## src/rtl/cps_pkg.sv

```systemverilog
// Shared types and constants of the column percentile select unit.
`default_nettype none
package cps_pkg;

  localparam int VAL_W  = 32;
  localparam int COL_W  = 16;
  localparam int CNT_W  = 7;
  localparam int PCT_W  = 14;
  localparam int DATA_W = 48;
  localparam int ADDR_W = 1;
  localparam int WDATA_W = 14;

  localparam logic [ADDR_W-1:0] REG_SAMPLE_COUNT = 1'b0;
  localparam logic [ADDR_W-1:0] REG_PERCENTILE   = 1'b1;

  localparam logic [CNT_W-1:0] SAMPLE_COUNT_RESET = 7'd64;
  localparam logic [PCT_W-1:0] PERCENTILE_RESET   = 14'd5000;

  // Division by 10000 is a multiply by ceil(2^39 / 10000) and a shift of 39.
  localparam int RECIP_W  = 26;
  localparam int RECIP_SH = 39;
  localparam logic [RECIP_W-1:0] RECIP_10000 = 26'd54975582;

  typedef enum logic [1:0] {
    OP_HOLD,
    OP_INSERT,
    OP_SHIFT
  } chain_op_t;

  typedef struct packed {
    chain_op_t               op;
    logic signed [VAL_W-1:0] din;
  } chain_ctl_t;

endpackage
`default_nettype wire

```

## src/rtl/cps_cell.sv

```systemverilog
// One cell of the sorted insertion chain.
`default_nettype none
module cps_cell (
  input  wire                              clk,
  input  wire  cps_pkg::chain_ctl_t        ctl,
  input  wire                              occ,
  input  wire                              left_keep,
  input  wire  signed [cps_pkg::VAL_W-1:0] left_val,
  input  wire  signed [cps_pkg::VAL_W-1:0] right_val,
  output logic signed [cps_pkg::VAL_W-1:0] val,
  output logic                             keep
);
  import cps_pkg::*;

  logic signed [VAL_W-1:0] val_r;
  logic signed [VAL_W-1:0] val_nxt;

  assign val  = val_r;
  assign keep = occ && !($signed(val_r) > $signed(ctl.din));

  always_comb begin
    case (ctl.op)
      OP_INSERT: begin
        if (keep) begin
          val_nxt = val_r;
        end else if (left_keep) begin
          val_nxt = ctl.din;
        end else begin
          val_nxt = left_val;
        end
      end
      OP_SHIFT: val_nxt = right_val;
      default:  val_nxt = val_r;
    endcase
  end

  always_ff @(posedge clk) begin
    val_r <= val_nxt;
  end

endmodule
`default_nettype wire

```

## config.mk

```make
export PLATFORM = sky130hd
export DESIGN_NAME = cps_cell
export DESIGN_NICKNAME = d
export VERILOG_FILES = /design/src/rtl/cps_pkg.sv /design/src/rtl/cps_cell.sv
export SDC_FILE = /design/constraint.sdc
export NUM_CORES = 1
export LEC_CHECK = 0
export ABC_AREA = 1
export BUFFER_PORTS_ARGS = -buffer_cell sky130_fd_sc_hd__buf_2
export CAP_MARGIN = 20
export CORE_MARGIN = 2
export CORE_UTILIZATION = 43
export CTS_BUF_LIST = sky130_fd_sc_hd__clkbuf_2
export DETAILED_ROUTE_END_ITERATION = 10
export PLACE_DENSITY = 0.87
export SYNTH_ARGS = -nofsm -noshare
export SYNTH_HDL_FRONTEND = slang
export SYNTH_SLANG_ARGS = --single-unit
```

## constraint.sdc

```tcl
create_clock -name clk -period 3 [get_ports clk]
set_clock_uncertainty 0.1 [all_clocks]
set_input_delay 0.6 -clock clk [delete_from_list [all_inputs] [get_ports clk]]
set_output_delay 0.6 -clock clk [all_outputs]
set_load 0.03 [all_outputs]
```

==> qor.txt <==
Hold path cells -> 3
Core area -> 5890 um2
Crit path launch type -> register
Fillcell total -> 521
CTS tree -> built
Unique masters post-synth -> 27
Mapped Area -> 2600 um2
Wire length per cell -> 13.3 um
Share of the synthesized area in the top cell type -> 0.369
P_leak -> 1.84 nW
Starting Density -> 0.442
Vias -> 2693
Finished layout cell area -> 3510 um2
Die Area -> 6690 um2
Hold Path Class -> input pin to register
Area Growth Syn to Fin -> 35.0%
Final Hold Fails -> 0
H-Tree Depth -> 2
Die Wd -> 81.8 um
Slew Viols, Final -> 0
Max FFs per register -> 32
Row count -> 28
Cells on worst reg2reg path -> 13
Post-synth EDFFs -> 32
Top cells by area, synth -> edfxtp_1, ha_1, nand2_1, o211ai_1, nand3_1
Worst-Skew Late Latency -> 0.35 ns
Logic pwr share -> 0.403
Power Dens Cells -> 359 nW/um2
Worst r2r src -> val[31]
Worst Path Max Fanout -> 3
Share of cells above drive strength 1 -> 0.375
Max-cap viol count -> 0
Critical path class -> register to primary output
CTS root buf -> clkbuf_2
Num CTS Buffers -> 5
Antenna cells -> 0
Power Internal -> 796 uW
Switching Share -> 0.369
DPL Wire Length -> 5.26 mm
Nets -> 594
Tcrit/Tclk final -> 0.980
I/O Buffers -> 133
Largest net degree at the start of global routing -> 36
Met2 WL -> 3.56 mm
R2r endpoint -> val[8]
Metal3 WL -> 466 um
Mean Syn Cell Area -> 7.89 um2
Worst VDD drop -> 0.000182 V
Clk slew on worst S/H paths -> 0.15 ns
Mapped Nets -> 463
Pre-CTS WS -> 0.107 ns
Sequential Power Share -> 0.455
IO Pins -> 134
Final WS setup -> 0.0601 ns
Async S/R FF share, synth -> 0
Endpoints failing setup -> 0
Via-per-instance ratio -> 5.04
Post-route DRC -> 0
RSZ-0062 raised after global routing -> yes
Most common cell in the synthesized netlist -> nand2_1
First-pass GRT wire length -> 10.4 mm
Placed cell areas -> 3340 um2
Worst reg-to-reg setup slack -> 0.53 ns
Hold_buf cts -> 0
Worst-margin pin slew -> 0.595 ns
Min cycle time layout -> 2.94 ns
CTS Buffer Depth -> 2
Rel. slew slack -> 0.603
Grt ovf -> 0
Vias in the first global route -> 2420
Detail Route Antenna Nets -> 0
Initial DRC Count -> 94
F_max -> 340 MHz
Power share of the clock group -> 0.142
TritonCTS sink count -> 32
Initial DRT Pass Iterations -> 4
Worst hold endpoint -> val[1]
Post-synthesis sequential area ratio -> 0.369
Crit path DAT -> 2.24 ns
Seq cells post-synth -> 32
Status -> complete, no violations
Routed wire length -> 7.10 mm
Met1 Routed Length -> 3.00 mm
Top layer in use -> met4
Routability cong. -> 0.743
CP startpoint -> val[31]
CP Data Required Time -> 2.30 ns
Synth Instances -> 330
Dominant synthesized flop cell -> edfxtp_1
NetSw -> 466 uW
Initial antenna violation count -> 0
Syn. warnings -> 0
Die H -> 81.8 um
Cell taking the most area after synthesis -> edfxtp_1
Gr usage total -> 0.201
Most instantiated cells after synthesis -> nand2_1, inv_1, nand3_1
Worst Setup End Kind -> primary output
Hold Startpoint -> right_val[1]
==> cell families after synthesis <==
kind of cell    after synthesis  share of synthesized area
fa+ha+maj                    32                      0.154
compound gates               52                      0.134
simple gates                153                      0.250
buf+inv                      61                     0.0937
flops                        32                      0.369
==> layout make-up <==
cell class	instances	area (um2)	share of cell area
well taps	75	93.8	0.0267
multi-input cells	237	1510	0.430
inverters	44	165	0.0470
flip-flops and latches	32	961	0.274
repair buffers	141	757	0.216
clock buffers	5	25.0	0.00713
==> layer usage <==
metal  global-route usage  up-vias
met3               0.0330        6
met1                0.248     1198
met5                    0        -
met2                0.366      114
met4               0.0450        0
li1                     -     1375
==> how the worst max path moves through the flow <==
stage          endpoint
2_1_floorplan    val[0]
3_3_place_gp       keep
3_5_place_dp       keep
4_1_cts            keep
5_1_grt            keep
6_report           keep
==> placed cells by master, fill, tap and decap left out, types with 5 or more instances in the layout <==
cell type / count
ha_4: 5
a21oi_1: 13
nand2_1: 97
inv_1: 37
buf_2: 132
buf_4: 6
nand3_1: 32
nand2_2: 5
nor2_1: 9
ha_1: 27
inv_2: 6
o211ai_1: 30
edfxtp_1: 32
clkbuf_2: 5
==> timing repair <==
action,in CTS,in global routing
pin swaps,0,11
endpoints found under the setup margin,1,1
buffers inserted,0,4
gates resized for setup,1,20
==> worst max-delay path: stages, from the launching register on <==
cell and delay (ns):
edfxtp_1 0.46, ha_4 0.26, buf_4 0.14, a21oi_1 0.15, o21a_1 0.14, nand2_1 0.08, a21oi_4 0.15, nand2_2 0.07
nand2_1 0.06, nand3_1 0.08, nand2_1 0.11, inv_1 0.06, buf_6 0.13
==> through the flow <==
stage / cells / total power, mW / util / setup TNS, ns / hold WS [ns]
3_3_place_gp: 525 / 1.03 / 0.567 / 0 / 0.801
4_1_cts: 530 / 1.23 / 0.574 / 0 / 0.402
5_1_grt: 534 / 1.35 / 0.597 / -0.108 / 0.405
3_5_place_dp: 525 / 1.05 / 0.567 / 0 / 0.804
2_1_floorplan: 330 / 0.882 / - / 0 / 0.714
6_report: 534 / 1.26 / 0.597 / 0 / 0.441
==> power groups by stage <==
stage	combinational, mW	sequential, mW	clock [mW]
floorplan	0.222	0.660	0
global placement	0.455	0.579	0
detailed placement	0.467	0.582	0
CTS	0.471	0.572	0.190
global route	0.565	0.579	0.205
finish	0.509	0.574	0.179
(Power assumes the default switching activity.)
